## config.mk

```make
export PLATFORM = sky130hd
export DESIGN_NAME = smart_card_atr_parser_core
export DESIGN_NICKNAME = d
export VERILOG_FILES = /design/src/hw/rtl/scatr_pkg.sv /design/src/hw/rtl/smart_card_atr_parser_core.sv /design/src/hw/rtl/scatr_result.sv
export SDC_FILE = /design/constraint.sdc
export NUM_CORES = 1
export LEC_CHECK = 0
export BUFFER_PORTS_ARGS = -buffer_cell sky130_fd_sc_hd__buf_4
export CORE_MARGIN = 2
export CORE_UTILIZATION = 40
export DETAILED_ROUTE_END_ITERATION = 8
export PLACE_DENSITY = 0.6
export SYNTH_ARGS = -nofsm -noshare
export SYNTH_HDL_FRONTEND = slang
export SYNTH_SLANG_ARGS = --single-unit
```

## constraint.sdc

```tcl
create_clock -name clk -period 3.9 [get_ports clk]
set_clock_uncertainty 0.2 [all_clocks]
set_input_delay 0.195 -clock clk [delete_from_list [all_inputs] [get_ports clk]]
set_output_delay 0.195 -clock clk [all_outputs]
set_load 0.02 [all_outputs]
```

## src/hw/rtl/scatr_pkg.sv

```systemverilog
// ----------------------------------------------------------------------------
// scatr_pkg
// Types and constants shared by the answer-to-reset parser modules.
// ----------------------------------------------------------------------------
package scatr_pkg;

  // Parse phase of the answer-to-reset byte sequence
  typedef enum logic [2:0] {
    PH_TS    = 3'd0,
    PH_T0    = 3'd1,
    PH_IFACE = 3'd2,
    PH_HIST  = 3'd3,
    PH_TCK   = 3'd4,
    PH_SKIP  = 3'd5
  } phase_t;

  // Result status codes
  typedef enum logic [1:0] {
    ST_OK     = 2'd0,
    ST_BAD_TS = 2'd1,
    ST_TRUNC  = 2'd2,
    ST_GROUPS = 2'd3
  } status_t;

  // Search for the first T=1 group from TD2 onward
  typedef enum logic [1:0] {
    T1_NONE = 2'd0,
    T1_CAPT = 2'd1,
    T1_DONE = 2'd2
  } t1_search_t;

  // Interface bytes captured during parsing, each with its present flag
  typedef struct packed {
    logic       ta1_vld;
    logic [7:0] ta1;
    logic       tc1_vld;
    logic [7:0] tc1;
    logic       ta2_vld;
    logic       ta2_dflt;
    logic [3:0] ta2_proto;
    logic       tc2_vld;
    logic [7:0] tc2;
    logic       td1_vld;
    logic [3:0] td1_proto;
    logic       t1_ta_vld;
    logic [7:0] t1_ta;
    logic       t1_tb_vld;
    logic [7:0] t1_tb;
    logic       t1_tc_vld;
    logic       t1_tc_crc;
  } capture_t;

  // One result item
  typedef struct packed {
    status_t    status;
    logic [3:0] fi_index;
    logic [3:0] di_index;
    logic [7:0] guard_n;
    logic [7:0] wait_wi;
    logic       spec_mode;
    logic [3:0] protocol_type;
    logic       t1_available;
    logic [7:0] t1_ifsc;
    logic [3:0] t1_cwi;
    logic [3:0] t1_bwi;
    logic       t1_edc_crc;
  } result_t;

  // Initial character codes
  localparam logic [7:0] TS_DIRECT      = 8'h3B;
  localparam logic [7:0] TS_INVERSE     = 8'h3F;
  localparam logic [7:0] TS_INVERSE_ALT = 8'h03;

  // Protocol number of T=1
  localparam logic [3:0] PROTO_T1 = 4'h1;

  // Defaults when a byte is absent, and the Fi index used in specific mode
  localparam logic [3:0] FI_DEFAULT   = 4'd1;
  localparam logic [3:0] DI_DEFAULT   = 4'd1;
  localparam logic [3:0] FI_SPECIFIC  = 4'd0;
  localparam logic [7:0] WI_DEFAULT   = 8'd10;
  localparam logic [7:0] IFSC_DEFAULT = 8'd32;
  localparam logic [3:0] CWI_DEFAULT  = 4'd13;
  localparam logic [3:0] BWI_DEFAULT  = 4'd4;

  localparam int OUT_DATA_W = 56;

endpackage

```

## src/hw/rtl/smart_card_atr_parser_core.sv

```systemverilog
// ----------------------------------------------------------------------------
// smart_card_atr_parser_core
// Answer-to-reset parser: walks TS, T0, the interface groups, the historical
// bytes and TCK one byte at a time and emits one result per answer.
// ----------------------------------------------------------------------------
// Pipeline: a byte is registered on acceptance and decoded in the next cycle;
//   the result for the closing byte is then stored in the output register.
// Throughput: one byte per cycle, set by the single decode stage between the
//   input register and the result register; stalls only while a result waits.
// Reset: synchronous, active low; clears the parser to expect TS, empties the
//   input and output registers. No clearing pass.
module smart_card_atr_parser_core #(
  parameter int MAX_PROTOCOLS = 7
) (
  input  logic                             clk,
  input  logic                             rst_n,
  input  logic                             in_tvalid,
  output logic                             in_tready,
  input  logic [7:0]                       in_tdata,   // [7:0] atr_byte
  input  logic                             in_tlast,   // last_byte
  output logic                             out_tvalid,
  input  logic                             out_tready,
  // [1:0] status, [5:2] fi_index, [9:6] di_index, [17:10] guard_n,
  // [25:18] wait_wi, [26] spec_mode, [30:27] protocol_type,
  // [31] t1_available, [39:32] t1_ifsc, [43:40] t1_cwi, [47:44] t1_bwi,
  // [48] t1_edc_crc, [55:49] zero
  output logic [scatr_pkg::OUT_DATA_W-1:0] out_tdata
);

  localparam int GW = $clog2(MAX_PROTOCOLS + 1);
  localparam logic [GW-1:0] GRP_MAX = GW'(MAX_PROTOCOLS);
  localparam logic [GW-1:0] GRP_ONE = GW'(1);

  // Input register
  logic       in_vld_r;
  logic [7:0] in_byte_r;
  logic       in_last_r;

  // Parser state
  scatr_pkg::phase_t     phase_r, phase_nxt;
  logic [3:0]            pend_r, pend_nxt;
  logic [GW-1:0]         grp_r, grp_nxt;
  logic [3:0]            hist_r, hist_nxt;
  logic                  cks_r, cks_nxt;
  scatr_pkg::capture_t   cap_r, cap_nxt;
  scatr_pkg::t1_search_t t1s_r, t1s_nxt;

  // Output register
  logic                  out_vld_r;
  scatr_pkg::result_t    out_res_r;

  logic                  body_end;
  logic                  done;
  logic                  emit;
  logic                  adv;
  logic                  out_free;
  scatr_pkg::status_t    err_code;
  scatr_pkg::status_t    status;
  scatr_pkg::result_t    result;

  // Datapath: field capture and counters
  always_comb begin
    pend_nxt = pend_r;
    grp_nxt  = grp_r;
    hist_nxt = hist_r;
    cks_nxt  = cks_r;
    cap_nxt  = cap_r;
    t1s_nxt  = t1s_r;
    body_end = 1'b0;
    err_code = scatr_pkg::ST_OK;

    unique case (phase_r)
      scatr_pkg::PH_TS: begin
        pend_nxt = 4'd0;
        grp_nxt  = '0;
        hist_nxt = 4'd0;
        cks_nxt  = 1'b0;
        cap_nxt  = '0;
        t1s_nxt  = scatr_pkg::T1_NONE;
        if (!(in_byte_r == scatr_pkg::TS_DIRECT || in_byte_r == scatr_pkg::TS_INVERSE ||
              in_byte_r == scatr_pkg::TS_INVERSE_ALT)) begin
          err_code = scatr_pkg::ST_BAD_TS;
        end
      end
      scatr_pkg::PH_T0: begin
        hist_nxt = in_byte_r[3:0];
        pend_nxt = in_byte_r[7:4];
        body_end = (in_byte_r[7:4] == 4'd0);
      end
      scatr_pkg::PH_IFACE: begin
        if (pend_r[0]) begin
          pend_nxt[0] = 1'b0;
          if (grp_r == '0) begin
            cap_nxt.ta1_vld = 1'b1;
            cap_nxt.ta1     = in_byte_r;
          end else if (grp_r == GRP_ONE) begin
            cap_nxt.ta2_vld   = 1'b1;
            cap_nxt.ta2_dflt  = in_byte_r[4];
            cap_nxt.ta2_proto = in_byte_r[3:0];
          end
          if (t1s_r == scatr_pkg::T1_CAPT) begin
            cap_nxt.t1_ta_vld = 1'b1;
            cap_nxt.t1_ta     = in_byte_r;
          end
        end else if (pend_r[1]) begin
          pend_nxt[1] = 1'b0;
          if (t1s_r == scatr_pkg::T1_CAPT) begin
            cap_nxt.t1_tb_vld = 1'b1;
            cap_nxt.t1_tb     = in_byte_r;
          end
        end else if (pend_r[2]) begin
          pend_nxt[2] = 1'b0;
          if (grp_r == '0) begin
            cap_nxt.tc1_vld = 1'b1;
            cap_nxt.tc1     = in_byte_r;
          end else if (grp_r == GRP_ONE) begin
            cap_nxt.tc2_vld = 1'b1;
            cap_nxt.tc2     = in_byte_r;
          end
          if (t1s_r == scatr_pkg::T1_CAPT) begin
            cap_nxt.t1_tc_vld = 1'b1;
            cap_nxt.t1_tc_crc = in_byte_r[0];
          end
        end else begin
          // TD byte: closes this group and opens the next
          pend_nxt = 4'd0;
          if (grp_r == '0) begin
            cap_nxt.td1_vld   = 1'b1;
            cap_nxt.td1_proto = in_byte_r[3:0];
          end
          if (t1s_r == scatr_pkg::T1_CAPT) begin
            t1s_nxt = scatr_pkg::T1_DONE;
          end else if (t1s_r == scatr_pkg::T1_NONE && grp_r != '0 &&
                       in_byte_r[3:0] == scatr_pkg::PROTO_T1) begin
            t1s_nxt = scatr_pkg::T1_CAPT;
          end
          cks_nxt = (in_byte_r[3:0] != 4'd0);
          if (grp_r >= GRP_MAX) begin
            err_code = scatr_pkg::ST_GROUPS;
          end else begin
            grp_nxt  = grp_r + GRP_ONE;
            pend_nxt = in_byte_r[7:4];
          end
        end
        if (err_code == scatr_pkg::ST_OK && pend_nxt == 4'd0) begin
          if (t1s_nxt == scatr_pkg::T1_CAPT) begin
            t1s_nxt = scatr_pkg::T1_DONE;
          end
          body_end = 1'b1;
        end
      end
      scatr_pkg::PH_HIST: begin
        hist_nxt = hist_r - 4'd1;
      end
      scatr_pkg::PH_TCK,
      scatr_pkg::PH_SKIP: begin
      end
      default: begin
      end
    endcase
  end

  // Completion of a well-formed answer
  always_comb begin
    unique case (phase_r)
      scatr_pkg::PH_T0,
      scatr_pkg::PH_IFACE: done = body_end && (hist_nxt == 4'd0) && !cks_nxt;
      scatr_pkg::PH_HIST:  done = (hist_nxt == 4'd0) && !cks_r;
      scatr_pkg::PH_TCK:   done = 1'b1;
      default:             done = 1'b0;
    endcase
  end

  always_comb begin
    if (err_code != scatr_pkg::ST_OK) begin
      status = err_code;
    end else if (done) begin
      status = scatr_pkg::ST_OK;
    end else begin
      status = scatr_pkg::ST_TRUNC;
    end
  end

  assign emit = (phase_r != scatr_pkg::PH_SKIP) &&
                ((err_code != scatr_pkg::ST_OK) || done || in_last_r);

  // Next phase
  always_comb begin
    phase_nxt = phase_r;
    if (emit || phase_r == scatr_pkg::PH_SKIP) begin
      phase_nxt = in_last_r ? scatr_pkg::PH_TS : scatr_pkg::PH_SKIP;
    end else begin
      unique case (phase_r)
        scatr_pkg::PH_TS: phase_nxt = scatr_pkg::PH_T0;
        scatr_pkg::PH_T0,
        scatr_pkg::PH_IFACE: begin
          if (!body_end) begin
            phase_nxt = scatr_pkg::PH_IFACE;
          end else if (hist_nxt != 4'd0) begin
            phase_nxt = scatr_pkg::PH_HIST;
          end else begin
            phase_nxt = scatr_pkg::PH_TCK;
          end
        end
        scatr_pkg::PH_HIST: begin
          phase_nxt = (hist_nxt == 4'd0) ? scatr_pkg::PH_TCK : scatr_pkg::PH_HIST;
        end
        default: phase_nxt = phase_r;
      endcase
    end
  end

  scatr_result u_result (
    .status (status),
    .cap    (cap_nxt),
    .t1s    (t1s_nxt),
    .result (result)
  );

  // Handshake: hold the registered byte only while its result cannot be stored
  assign out_free  = !out_vld_r || out_tready;
  assign adv       = in_vld_r && (!emit || out_free);
  assign in_tready = !in_vld_r || adv;

  always_ff @(posedge clk) begin
    if (!rst_n) begin
      in_vld_r <= 1'b0;
    end else if (in_tready) begin
      in_vld_r <= in_tvalid;
    end
  end

  always_ff @(posedge clk) begin
    if (in_tready && in_tvalid) begin
      in_byte_r <= in_tdata;
      in_last_r <= in_tlast;
    end
  end

  always_ff @(posedge clk) begin
    if (!rst_n) begin
      phase_r <= scatr_pkg::PH_TS;
      pend_r  <= 4'd0;
      grp_r   <= '0;
      hist_r  <= 4'd0;
      cks_r   <= 1'b0;
      cap_r   <= '0;
      t1s_r   <= scatr_pkg::T1_NONE;
    end else if (adv) begin
      phase_r <= phase_nxt;
      pend_r  <= pend_nxt;
      grp_r   <= grp_nxt;
      hist_r  <= hist_nxt;
      cks_r   <= cks_nxt;
      cap_r   <= cap_nxt;
      t1s_r   <= t1s_nxt;
    end
  end

  always_ff @(posedge clk) begin
    if (!rst_n) begin
      out_vld_r <= 1'b0;
    end else if (adv && emit) begin
      out_vld_r <= 1'b1;
    end else if (out_tready) begin
      out_vld_r <= 1'b0;
    end
  end

  always_ff @(posedge clk) begin
    if (adv && emit) begin
      out_res_r <= result;
    end
  end

  assign out_tvalid = out_vld_r;
  assign out_tdata  = {7'd0,
                       out_res_r.t1_edc_crc,
                       out_res_r.t1_bwi,
                       out_res_r.t1_cwi,
                       out_res_r.t1_ifsc,
                       out_res_r.t1_available,
                       out_res_r.protocol_type,
                       out_res_r.spec_mode,
                       out_res_r.wait_wi,
                       out_res_r.guard_n,
                       out_res_r.di_index,
                       out_res_r.fi_index,
                       out_res_r.status};

endmodule

```

## src/hw/rtl/scatr_result.sv

```systemverilog
// ----------------------------------------------------------------------------
// scatr_result
// Derives the result item from the captured interface bytes and the status.
// ----------------------------------------------------------------------------
module scatr_result (
  input  scatr_pkg::status_t    status,
  input  scatr_pkg::capture_t   cap,
  input  scatr_pkg::t1_search_t t1s,
  output scatr_pkg::result_t    result
);

  scatr_pkg::result_t ok_res;

  always_comb begin
    ok_res = '0;
    ok_res.status = scatr_pkg::ST_OK;

    // TA2 with bit 0x10 set selects FI_SPECIFIC and the default Di index
    if (cap.ta2_vld && cap.ta2_dflt) begin
      ok_res.fi_index = scatr_pkg::FI_SPECIFIC;
      ok_res.di_index = scatr_pkg::DI_DEFAULT;
    end else if (cap.ta1_vld) begin
      ok_res.fi_index = cap.ta1[7:4];
      ok_res.di_index = cap.ta1[3:0];
    end else begin
      ok_res.fi_index = scatr_pkg::FI_DEFAULT;
      ok_res.di_index = scatr_pkg::DI_DEFAULT;
    end

    ok_res.guard_n   = cap.tc1_vld ? cap.tc1 : 8'd0;
    ok_res.wait_wi   = cap.tc2_vld ? cap.tc2 : scatr_pkg::WI_DEFAULT;
    ok_res.spec_mode = cap.ta2_vld;

    if (cap.ta2_vld) begin
      ok_res.protocol_type = cap.ta2_proto;
    end else if (cap.td1_vld) begin
      ok_res.protocol_type = cap.td1_proto;
    end else begin
      ok_res.protocol_type = 4'd0;
    end

    ok_res.t1_available = (t1s != scatr_pkg::T1_NONE);
    ok_res.t1_ifsc      = cap.t1_ta_vld ? cap.t1_ta : scatr_pkg::IFSC_DEFAULT;
    ok_res.t1_cwi       = cap.t1_tb_vld ? cap.t1_tb[3:0] : scatr_pkg::CWI_DEFAULT;
    ok_res.t1_bwi       = cap.t1_tb_vld ? cap.t1_tb[7:4] : scatr_pkg::BWI_DEFAULT;
    ok_res.t1_edc_crc   = cap.t1_tc_vld && cap.t1_tc_crc;
  end

  // Error results carry the status alone
  always_comb begin
    if (status == scatr_pkg::ST_OK) begin
      result = ok_res;
    end else begin
      result        = '0;
      result.status = status;
    end
  end

endmodule

```

Word level (Yosys, flattened, before mapping)

Cells that the tools add are included.

Logic and storage cells: 203
Input bits: 13
Output and inout port bits: 58
Flip-flop bits (word level): 135

Add/subtract/negate cells: 2
Muxes and demuxes: 84
Bitwise operators: 2
Reduce and logical (&&, ||, !) cells: 52
$lt $le $gt $ge: 1
Equal/unequal tests: 17

Operators by type and width:

| kind                                                                  | number |
|---|---|
| 9-bit two-way mux                                                     | 13 |
| 58-bit one-hot mux with 2 select lines                                | 1 |
| 2-bit two-way mux                                                     | 20 |
| 3-bit two-way mux                                                     | 12 |
| 14-bit two-way mux                                                    | 2 |
| 6-bit two-way mux                                                     | 4 |
| 4-bit one-hot mux with 3 select lines                                 | 2 |
| 4-bit two-way mux                                                     | 5 |
| 8-bit by 6-bit equality test with 1-bit output, second input constant | 2 |
| 5-bit two-way mux                                                     | 3 |
| 1-bit two-way mux                                                     | 14 |
| 1-bit logical AND                                                     | 12 |
| 4-bit zero test                                                       | 3 |
| 2-bit AND reduction                                                   | 6 |
| 4-bit nonzero test                                                    | 3 |
| 11-bit two-way mux                                                    | 1 |
| 3-bit one-hot mux with 3 select lines                                 | 1 |
| 8-bit by 2-bit equality test with 1-bit output, second input constant | 1 |
| 1-bit logical OR                                                      | 8 |
| 2-bit != test, second input constant                                  | 4 |
| 2-bit one-hot mux with 2 select lines                                 | 2 |
| 2-bit nonzero test                                                    | 4 |
| 3-bit by 1-bit equality test with 1-bit output, second input constant | 2 |
| 3-bit by 2-bit equality test with 1-bit output, second input constant | 2 |
| 18 further kinds                                                      | 31 |

Longest topological paths before layout

Gate-level depths: netlist (run 1).

Depth in word-level cells: 21
Gate-level depth with buffers: 11
Mapped depth without buffers: 9

Modules after synthesis

A second synthesis (run 1) with hierarchy kept.

Cells, all modules: 730
Area, all modules: 6851.6 um^2

Modules (own cells, without submodules):

| module                     | instances | cells each | area an instance (um^2) | sequential area each (um^2) |
|---|---|---|---|---|
| smart_card_atr_parser_core | 1         | 654        | 6338.6                  | 3283.1 |
| scatr_result               | 1         | 76         | 513.0                   | 0.0 |

Least setup slack after synthesis (run 1)

Ideal clock, no wire load.

Path kind: flip-flop to flip-flop
From: register grp_r[0]
To: register out_res_r (netlist bit out_tdata[0]), enable pin
Library setup time: 0.412 ns
Slack: -0.121 ns
Data required time: 3.288 ns
Arrival time: 3.409 ns
Period minus slack after synthesis: 4.021 ns
Cell stages (with the launch flop): 11
Buffers on the path: 1
Cell sequence: dfxtp_1 ha_1 ha_1 a31oi_1 o21ai_0 a31oi_1 and3_1 o21ai_2 buf_2 nand2_1 and3_1

Word-level cells in the longest chain between the ends: 20
Elaborated cells on any way between the ends: 34
Classes of those cells: order compare: 1; mux: 20; reduce/logical: 13

RTL lines:

| element                                                       | RTL line                          | source |
|---|---|---|
| start: declaration                                            | smart_card_atr_parser_core.sv:42  | `logic [GW-1:0] grp_r, grp_nxt;` |
| start signal: assignment                                      | smart_card_atr_parser_core.sv:252 | `grp_r <= grp_nxt;` |
| 3-bit greater-or-equal comparator (*)                         | smart_card_atr_parser_core.sv:138 | `if (grp_r >= GRP_MAX) begin` |
| 4-bit two-way mux / 2-bit two-way mux (equally long branches) | smart_card_atr_parser_core.sv:138 |  |
| 2-bit two-way mux / 1-bit two-way mux (equally long branches) | smart_card_atr_parser_core.sv:111 | `end else if (pend_r[2]) begin` |
| 1-bit two-way mux / 2-bit two-way mux (equally long branches) | smart_card_atr_parser_core.sv:105 | `end else if (pend_r[1]) begin` |
| 1-bit two-way mux, or another cell as far along               | smart_card_atr_parser_core.sv:91  | `if (pend_r[0]) begin` |
| 1-bit two-way mux, or another cell as far along               | smart_card_atr_parser_core.sv:72  | `unique case (phase_r)` |
| 4-bit zero test / 2-bit zero test (equally long branches)     | smart_card_atr_parser_core.sv:145 | `if (err_code == scatr_pkg::ST_OK && pend_nxt == 4'd0) begin` |
| 1-bit logical AND                                             | smart_card_atr_parser_core.sv:145 |  |
| [... 2 more ...]                                              | --                                |  |
| 1-bit logical AND (2 in a row)                                | smart_card_atr_parser_core.sv:167 | `scatr_pkg::PH_IFACE: done = body_end && (hist_nxt == 4'd0) && !cks_nxt;` |
| 1-bit one-hot mux with 3 select lines                         | smart_card_atr_parser_core.sv:165 | `unique case (phase_r)` |
| 1-bit logical OR (*) (2 in a row)                             | smart_card_atr_parser_core.sv:185 | `((err_code != scatr_pkg::ST_OK) \|\| done \|\| in_last_r);` |
| 1-bit logical AND (*)                                         | smart_card_atr_parser_core.sv:184 | `assign emit = (phase_r != scatr_pkg::PH_SKIP) &&` |
| 1-bit zero test                                               | smart_card_atr_parser_core.sv:222 | `assign adv = in_vld_r && (!emit \|\| out_free);` |
| 1-bit logical OR                                              | smart_card_atr_parser_core.sv:222 |  |
| 1-bit logical AND                                             | smart_card_atr_parser_core.sv:222 |  |
| 1-bit logical AND (*)                                         | smart_card_atr_parser_core.sv:271 | `if (adv && emit) begin` |
| end signal: assignment                                        | smart_card_atr_parser_core.sv:272 | `out_res_r <= result;` |
| end: declaration                                              | smart_card_atr_parser_core.sv:50  | `scatr_pkg::result_t out_res_r;` |

Every way passes the cells marked *; elsewhere a longest branch is shown, timed or not. The select of a mux whose other input is x is not followed.
A chain may end at the register's enable or synchronous reset.

Final worst setup path (run 1)

From: register grp_r[0]
To: output in_tready

Word-level cells in the longest chain between the ends: 20
Elaborated cells on any way between the ends: 34
Classes of those cells: order compare: 1; mux: 20; reduce/logical: 13

RTL lines:

| element                                                       | RTL line                          | source |
|---|---|---|
| 3-bit greater-or-equal comparator (*)                         | smart_card_atr_parser_core.sv:138 |  |
| 4-bit two-way mux / 2-bit two-way mux (equally long branches) | smart_card_atr_parser_core.sv:138 |  |
| 2-bit two-way mux / 1-bit two-way mux (equally long branches) | smart_card_atr_parser_core.sv:111 |  |
| 1-bit two-way mux / 2-bit two-way mux (equally long branches) | smart_card_atr_parser_core.sv:105 |  |
| 1-bit two-way mux, or another cell as far along               | smart_card_atr_parser_core.sv:91  |  |
| 1-bit two-way mux, or another cell as far along               | smart_card_atr_parser_core.sv:72  |  |
| 4-bit zero test / 2-bit zero test (equally long branches)     | smart_card_atr_parser_core.sv:145 |  |
| 1-bit logical AND                                             | smart_card_atr_parser_core.sv:145 |  |
| [... 2 more ...]                                              | --                                |  |
| 1-bit logical AND (2 in a row)                                | smart_card_atr_parser_core.sv:167 |  |
| 1-bit one-hot mux with 3 select lines                         | smart_card_atr_parser_core.sv:165 |  |
| 1-bit logical OR (*) (2 in a row)                             | smart_card_atr_parser_core.sv:185 |  |
| 1-bit logical AND (*)                                         | smart_card_atr_parser_core.sv:184 |  |
| 1-bit zero test (*)                                           | smart_card_atr_parser_core.sv:222 |  |
| 1-bit logical OR (*)                                          | smart_card_atr_parser_core.sv:222 |  |
| 1-bit logical AND (*)                                         | smart_card_atr_parser_core.sv:222 |  |
| 1-bit logical OR (*)                                          | smart_card_atr_parser_core.sv:223 | `assign in_tready = !in_vld_r \|\| adv;` |
| end: declaration                                              | smart_card_atr_parser_core.sv:18  | `output logic in_tready,` |

Marks and branches as above.

==> impl_metrics.csv, run 1 <==
group,metric,value,unit
placement,port_buffers,63,
floorplanning,row_count,45,
cts,cts_resized,0,
detailed_routing,antenna_left,0,
logic_synthesis,synthDistinctLibCells,61,
logic_synthesis,synthTopCellsByCount,"92 x nand2_1, 77 x dfxtp_1, 63 x nor2_1",
floorplanning,die_h,130,µm
setup_path,critPathLaunchType,"flip-flop",
cts,clock_sinks,135,
sta,hold_violations,0,
setup_path,arrival,3.15,ns
logic_synthesis,yosysSeqAreaShare,51.9,%
sta,holdWs,0.165,ns
flow_run,max-cap-violations,0,
layout,nets,786,
logic_synthesis,postSynthAreaPerCell,9.19,µm²
power,p_per_area,454,mW/mm²
setup_path,worst_setup_path_end_kind,"output pin",
floorplanning,start_util,41.3,%
cts,cts_buffers,17,
logic_synthesis,async_flop_share,0,%
logic_synthesis,synth_edf_count,58,
logic_synthesis,synth_area_leaders,"edfxtp_1 28%, dfxtp_1 24%, nand2_1 5.5%",
global_route,overflow,0,
setup_path,critPathMaxFanout,6,
sta,rsz0062_at_grt,"no",
detailed_routing,drt_iter0_markers,703,
setup_path,r2r-start,"grp_r[0]$_SDFFE_PN0P_",
placement,dp_hpwl,12700,µm
setup_path,startpoint,"grp_r[0]$_SDFFE_PN0P_",
sta,drv_slew,0,
cts,cts_root_buf,"clkbuf_16",
detailed_routing,wl,19300,µm
setup_path,endpoint,"in_tready",
detailed_routing,viasPerCell,5.92,
placement,place_area,0.00711,mm²
logic_synthesis,ys_seq_elements,135,
floorplanning,core_area,0.0153,mm²
sta,setup_viol,0,
sta,finalCriticalPeriod,3.54,ns
detailed_routing,routedWlPerCell,19.5,µm
floorplanning,die-area,0.0168,mm²
sta,worst-slew-pin-transition,0.924,ns
sta,timing.final.crit_share,90.8,%
setup_path,critPathKind,"flip-flop to output pin",
outcome,status,"finished, final reports clean",
sta,fmax,0.282,GHz
worst_hold_path,hp-class,"primary input to flip-flop",
logic_synthesis,synth_top_area_share,27.5,%
global_route,grt_max_degree,66,
global_route,grt_pass1_wl,30200,µm
power,ir_drop,0.000285,V
cts,clockBufferDepth,2,
setup_path,worstRegToRegCells,10,
setup_path,r2r-end,"cap_r[27]$_SDFFE_PN0P_",
cts,clock_latency,0.43,ns
layout,syn_to_final_growth,23.2,%
power,p_leak,0.00274,µW
global_route,grtUsageTotal,23.5,%
layout,diodes,0,
logic_synthesis,synthFlopType,"dfxtp_1",
detailed_routing,route.detailed.drc,0,
global_route,antenna_found_initial,0,
detailed_routing,vias,5874,
logic_synthesis,ys_warn_count,0,
global_route,first_global_vias,5674,
logic_synthesis,netlist_instances,688,
logic_synthesis,syn-cell-area,0.00633,mm²
placement,gp_congestion,0.892,
floorplanning,die_w,130,µm
cts,cts_tree,"done",
layout,finalInstanceArea,0.00779,mm²
floorplanning,top_level_ports,71,
logic_synthesis,synth_top_area_cell,"edfxtp_1",
sta,relSlewSlack,38.1,%
logic_synthesis,synth_most_common_cell,"nand2_1",
setup_path,reg2reg_slack,0.45,ns
setup_path,cp.required,3.50,ns
detailed_routing,first_pass_iters,6,
sta,fin_setup_tns,0,ns
cts,clk_pin_slew,0.06,ns
cts,htree_levels,4,
layout,drive_gt1_share,18.3,%
## power breakdown
part | internal [µW] | switching [µW] | total, µW
clock | 919 | 647 | 1570
combinational | 133 | 272 | 406
sequential | 1530 | 33.3 | 1570
total | 2590 | 953 | 3540
## cell type report
cell class              count  area, µm²
flip-flops and latches    135       3280
clock buffers              20        457
inverters                  18       67.6
fillers                  1453       7520
repair buffers            105        828
multi-input cells         491       2770
clock inverters            12        121
well taps                 211        264
## worst min path at each step
| stage | start | to | slack [ns] | cells after the start |
|---|---|---|---|---|
| after floorplan | in_tdata[0] | in_byte_r[0]$_DFFE_PP_ | 0.09 | 0 |
| after global placement | in_tdata[2] | in_byte_r[2]$_DFFE_PP_ | 0.17 | 1 |
| after detailed placement | in_tlast | in_last_r$_DFFE_PP_ | 0.17 | 1 |
| after CTS | rst_n | out_tvalid$_SDFFE_PN0P_ | 0.15 | 2 |
| after global routing | rst_n | in_vld_r$_SDFFE_PN0P_ | 0.17 | 2 |
| final | rst_n | in_vld_r$_SDFFE_PN0P_ | 0.16 | 2 |
## layout by cell type, fill, tap and decap left out, types with 6 or more instances in the layout
master         instances
nor2_2                 6
nor3_1                31
clkbuf_16             17
conb_1                 7
dlygate4sd3_1         11
a22oi_1               44
a31oi_1                6
a22o_1                 9
dfxtp_1               77
o22ai_1               44
nor2b_1                9
edfxtp_1              58
o21ai_1                6
buf_4                 93
a21oi_1               44
o21ai_0               30
inv_1                 16
nor2_1                63
nand2_1               92
nand3_1               13
## kinds of logic (layout without fill, tap and decap cells)
group / Yosys count / in the layout / synth area share, %
buf+inv: 68 / 155 / 4.63
other cells: 1 / 7 / 0.0593
xor+xnor: 1 / 1 / 0.138
flops: 135 / 135 / 51.9
mux: 4 / 4 / 0.633
compound gates: 229 / 229 / 24.0
simple gates: 245 / 245 / 17.6
fa+ha+maj: 5 / 5 / 0.989
## metrics by stage
step | power [µW] | setup slack [ns] | cells | util (%)
2_1_floorplan | 1830 | 0.408 | 694 | -
3_3_place_gp | 1980 | 0.613 | 949 | 46.4
3_5_place_dp | 1980 | 0.518 | 949 | 46.4
4_1_cts | 3550 | 0.381 | 992 | 50.9
5_1_grt | 3660 | 0.184 | 992 | 50.9
6_report | 3540 | 0.359 | 992 | 50.9
## state kept, by name (all words and copies together), names as in the netlist
name and flops:
t1s_r 2, out_tdata 49, in_last_r 1, hist_r 4, in_byte_r 8, cks_r 1
cap_r 58, phase_r 3, in_vld_r 1, out_tvalid 1, grp_r 3, pend_r 4
## metal layers
metal / global-route usage [%] / part of all wire [%] / vias up / wire [µm]
li1: - / - / 2724 / -
met1: 32.2 / 43 / 2773 / 8390
met2: 35.5 / 45 / 324 / 8690
met3: 5.45 / 8.2 / 53 / 1580
met4: 10.9 / 3.5 / 0 / 676
met5: 0 / 0 / - / 0
## timing repair
action                    in CTS  in global routing
hold buffers                  11                  0
buffers inserted               0                  0
hold endpoints to repair      11                  0
## worst max-delay path, stage by stage (launching register included)
cell,delay (ns)
dfxtp_1,0.34
ha_1,0.22
ha_1,0.18
a31oi_1,0.42
a41oi_1,0.25
o22a_1,0.25
o22a_1,0.25
o21a_4,0.26
a21oi_1,0.31
inv_1,0.08
buf_4,0.16
Note: power is estimated with default switching activity, not from simulation.
==> inputs of run 2 (changes only) <==
Settings changed: PLACE_DENSITY 0.6 to 0.58.
Clock period 3.9 ns to 4.2 ns, I/O delays scaled along.
==> run 2 against run 1 <==
Net effect:
- utilization is 0.082 points lower
- non-clock buffer count is 14 lower
- global-route usage is 0.30 points lower
- sequential share of layout area is 0.068 points higher
- combinational power is 13% lower
- cell count is 1.4% lower
- worst hold slack worse by 0.15 ns
- largest cell class unchanged
- cell area is 0.16% lower
- clock power is 6% higher
- via count is 1.3% lower
- first-iteration DRC count is 2.1% higher
==> impl_metrics.csv, run 2 (synthesis results as in run 1) <==
group,metric,value,unit
layout,final_cell_mix,"92 x nand2_1, 79 x buf_4, 77 x dfxtp_1",
setup_path,worst_setup_path_end_kind,"output pin",
power,p_per_area,448,mW/mm²
cts,clock_latency,0.43,ns
power,ir_drop,0.000274,V
sta,fin_ws,0.614,ns
floorplanning,die_h,130,µm
sta,holdWs,0.0133,ns
detailed_routing,routedWlPerCell,19.4,µm
sta,relSlewSlack,41.5,%
layout,final_core_util,50.8,%
cts,cts_setup_buffers,0,
floorplanning,core_area,0.0153,mm²
global_route,grt_max_degree,66,
layout,syn_to_final_growth,23.0,%
cts,cts_tree,"done",
layout,num-fill-cells,1411,
cts,clockBufferDepth,2,
cts,htree_levels,4,
floorplanning,row_count,45,
cts,cts_resized,0,
setup_path,cp_top_family,"simple AND/OR/NAND/NOR gates",
power,p_leak,0.00272,µW
detailed_routing,antenna_left,0,
cts,clk_pin_slew,0.06,ns
detailed_routing,wl,19000,µm
detailed_routing,vias,5795,
layout,top_register,"cap_r",
layout,layout_commonest_cell,"nand2_1",
layout,nets,772,
sta,finalCriticalPeriod,3.59,ns
sta,worst-slew-pin-transition,0.874,ns
sta,timing.final.crit_share,85.4,%
setup_path,critPathMaxFanout,17,
detailed_routing,first_pass_iters,6,
setup_path,critPathSlowestCell,"dfxtp_1",
cts,cts_root_buf,"clkbuf_16",
detailed_routing,drt_iter0_markers,718,
global_route,antenna_found_initial,0,
setup_path,slowest_delay,0.67,ns
detailed_routing,viasPerCell,5.93,
setup_path,crit_chain,"nor2b_2 > and4b_1 > a311o_1 > or4_4 > o21a_4 > a21oi_1 > inv_1 > buf_4",
setup_path,critPathLaunchType,"flip-flop",
global_route,grtUsageTotal,23.2,%
layout,largest_register_ffs,58,
sta,drv_slew,0,
placement,port_buffers,63,
sta,setup_viol,0,
global_route,overflow,0,
sta,rsz0062_at_grt,"no",
sta,hold_violations,0,
layout,drive_gt1_share,17.1,%
setup_path,crit_buf_inv,2,
placement,dp_slack,0.807,ns
floorplanning,top_level_ports,71,
cts,cts_hold_buf,10,
floorplanning,start_util,41.3,%
global_route,grt_pass1_wl,29800,µm
layout,diodes,0,
detailed_routing,route.detailed.drc,0,
sta,fmax,0.279,GHz
floorplanning,die-area,0.0168,mm²
setup_path,critPathKind,"flip-flop to output pin",
outcome,status,"finished, final reports clean",
power,power,3490,µW
flow_run,max-cap-violations,0,
cts,clock_sinks,135,
floorplanning,die_w,130,µm
sta,fin_setup_tns,0,ns
setup_path,cp.required,3.79,ns
setup_path,arrival,3.18,ns
worst_hold_path,hp-class,"primary input to flip-flop",
cts,cts_buffers,17,
placement,dp_hpwl,12300,µm
placement,gp_congestion,0.883,
global_route,first_global_vias,5466,
run 2: worst paths after layout:
check / from / end / slack [ns] / depth (start not counted)
max: phase_r[2]$_SDFFE_PN0P_ / in_tready / 0.61 / 8
min reg2reg: cap_r[33]$_SDFFE_PN0P_ / cap_r[33]$_SDFFE_PN0P_ / 0.27 / 2
max reg2reg: phase_r[2]$_SDFFE_PN0P_ / out_tdata[31]$_SDFFCE_PP0P_ / 0.77 / 8
min: out_tready / out_tvalid$_SDFFE_PN0P_ / 0.01 / 3
run 2: worst min-delay path, cell delays in order:
cell and delay [ns]:
buf_4 0.08, nor2b_1 0.10, o21a_1 0.21
run 2: area by class of cell:
class / count / area [µm²] / area share, %
sequential: 135 / 3280 / 42.2
multi-input combinational: 491 / 2770 / 35.6
timing repair buffer: 91 / 733 / 9.42
clock buffer: 18 / 439 / 5.64
tap: 211 / 264 / 3.39
clock inverter: 14 / 221 / 2.85
inverter: 18 / 67.6 / 0.868
run 2: metrics by stage:
| stage | instances | instance area, µm² |
|---|---|---|
| floorplan | 694 | 6350 |
| global placement | 936 | 7020 |
| detailed placement | 936 | 7020 |
| CTS | 978 | 7780 |
| global route | 978 | 7780 |
| finish | 978 | 7780 |
run 2: metal layers:
metal	GRT usage, %	part of all wire [%]
met2	35.6	45
met4	10.2	2.5
met1	32.2	45
met3	4.35	7.2
met5	0	0
run 2: report_power, final:
part	internal (µW)	switching, µW
Sequential	1420	42.1
Combinational	117	237
Clock	1080	592
==> inputs of run 3 (changes only) <==
Clock period 4.2 ns to 3.7 ns, I/O delays scaled along.
==> run 3 against run 2 <==
Net effect:
- utilization increased by 0.32 points
- cell area rose by 0.63%
- worst hold slack gained 0.021 ns
- first-iteration DRC count shrank 7.1%
- combinational power increased by 20%
- setup slack worse by 0.41 ns
- critical path type unchanged
- critical endpoint unchanged
- largest power group unchanged
==> impl_metrics.csv, run 3 (synthesis results as in run 1) <==
group,metric,value,unit
outcome,status,"finished, final reports clean",
layout,syn_to_final_growth,23.8,%
setup_path,critPathMaxFanout,17,
global_route,overflow,0,
cts,cts_tree,"done",
layout,diodes,0,
global_route,grt_max_degree,49,
layout,layout_commonest_cell,"buf_4",
sta,drv_slew,0,
power,ir_drop,0.000301,V
layout,largest_register_ffs,58,
power,p_leak,0.00276,µW
global_route,first_global_vias,5475,
cts,cts_setup_buffers,0,
floorplanning,die_h,130,µm
sta,rsz0062_at_grt,"no",
layout,num-fill-cells,1455,
worst_hold_path,hp-class,"primary input to flip-flop",
cts,clock_sinks,135,
placement,dp_hpwl,12800,µm
floorplanning,die_w,130,µm
sta,fin_setup_tns,0,ns
global_route,grt_pass1_wl,30100,µm
cts,htree_levels,4,
setup_path,cp.required,3.31,ns
sta,fmax,0.286,GHz
setup_path,critPathKind,"flip-flop to output pin",
global_route,grtUsageTotal,23.6,%
cts,clock_latency,0.42,ns
flow_run,max-cap-violations,0,
setup_path,arrival,3.11,ns
placement,port_buffers,63,
sta,fin_ws,0.201,ns
detailed_routing,viasPerCell,5.84,
sta,setup_viol,0,
layout,drive_gt1_share,18.8,%
cts,cts_root_buf,"clkbuf_16",
floorplanning,die-area,0.0168,mm²
detailed_routing,antenna_left,0,
cts,cts_buffers,17,
detailed_routing,vias,5815,
floorplanning,start_util,41.3,%
layout,top_register,"cap_r",
sta,timing.final.crit_share,94.6,%
sta,finalCriticalPeriod,3.50,ns
layout,stdcell_count,995,
sta,relSlewSlack,50.2,%
floorplanning,row_count,45,
placement,placedCellCount,952,
setup_path,worst_setup_path_end_kind,"output pin",
sta,worst-slew-pin-transition,0.740,ns
detailed_routing,route.detailed.drc,0,
layout,nets,789,
detailed_routing,wl,19200,µm
layout,final_cell_mix,"96 x buf_4, 92 x nand2_1, 76 x dfxtp_1",
setup_path,critPathLaunchType,"flip-flop",
power,p_per_area,481,mW/mm²
floorplanning,core_area,0.0153,mm²
global_route,antenna_found_initial,0,
placement,dp_slack,0.291,ns
detailed_routing,routedWlPerCell,19.3,µm
floorplanning,top_level_ports,71,
placement,gp_congestion,0.895,
sta,hold_violations,0,
detailed_routing,first_pass_iters,7,
cts,clk_pin_slew,0.06,ns
detailed_routing,drt_iter0_markers,667,
cts,clockBufferDepth,2,
power,power,3770,µW
-- run 3: cell types whose count changed in the layout (fill, tap and decap cells not counted), sizes merged --
cell	before	now
buf	81	97
bufinv	5	2
clkinvlp	0	3
clkbuf	18	19
clkinv	7	6
dlygate4sd3	10	11
-- run 3: power by group --
part | internal, µW | switching, µW
Sequential | 1620 | 36.4
Clock | 1020 | 674
Combinational | 143 | 283
Total | 2780 | 993
-- run 3: cell type report --
| class | count | area, µm² | share of cell area (%) |
|---|---|---|---|
| clock buffer | 19 | 443 | 5.66 |
| multi-input combinational | 491 | 2770 | 35.4 |
| timing repair buffer | 108 | 851 | 10.9 |
| clock inverter | 13 | 148 | 1.89 |
| sequential | 135 | 3280 | 41.9 |
| inverter | 18 | 67.6 | 0.863 |
| tap | 211 | 264 | 3.37 |
-- run 3: per-stage QoR --
stage	utilization, %	cell area [µm²]	hold slack (ns)
5_1_grt	51.1	7830	0.0356
6_report	51.1	7830	0.0341
3_3_place_gp	46.6	7130	0.163
2_1_floorplan	-	6350	0.0839
3_5_place_dp	46.6	7130	0.164
4_1_cts	51.1	7830	0.0114
-- run 3: final timing paths --
path / start / endpoint / slack (ns) / depth (start not counted)
setup reg to reg: phase_r[2]$_SDFFE_PN0P_ / out_tdata[4]$_SDFFCE_PP0P_ / 0.30 / 7
setup / recovery: phase_r[2]$_SDFFE_PN0P_ / in_tready / 0.20 / 8
hold reg to reg: cap_r[57]$_SDFFE_PN0P_ / cap_r[57]$_SDFFE_PN0P_ / 0.27 / 2
hold / removal: rst_n / cap_r[49]$_SDFFE_PN0P_ / 0.03 / 3
-- run 3: routing by layer --
layer	vias up	wire length (µm)	GRT usage, %
li1	2721	-	-
met5	-	0	0
met4	0	576	12.4
met3	45	1340	4.80
met2	254	8750	34.8
met1	2795	8570	32.7
-- run 3: critical path, stage by stage (launching register included) --
cell	delay, ns
dfxtp_1	0.66
nor2b_2	0.13
and4b_1	0.23
a311o_1	0.31
or4_4	0.57
o21a_4	0.27
a21oi_1	0.27
inv_1	0.08
buf_4	0.16
-- run 3: timing repair --
action                                  CTS  global route
gates resized for setup                   0             1
endpoints found under the hold margin    11             0
endpoints found under the setup margin    0             2
hold buffers                             11             0
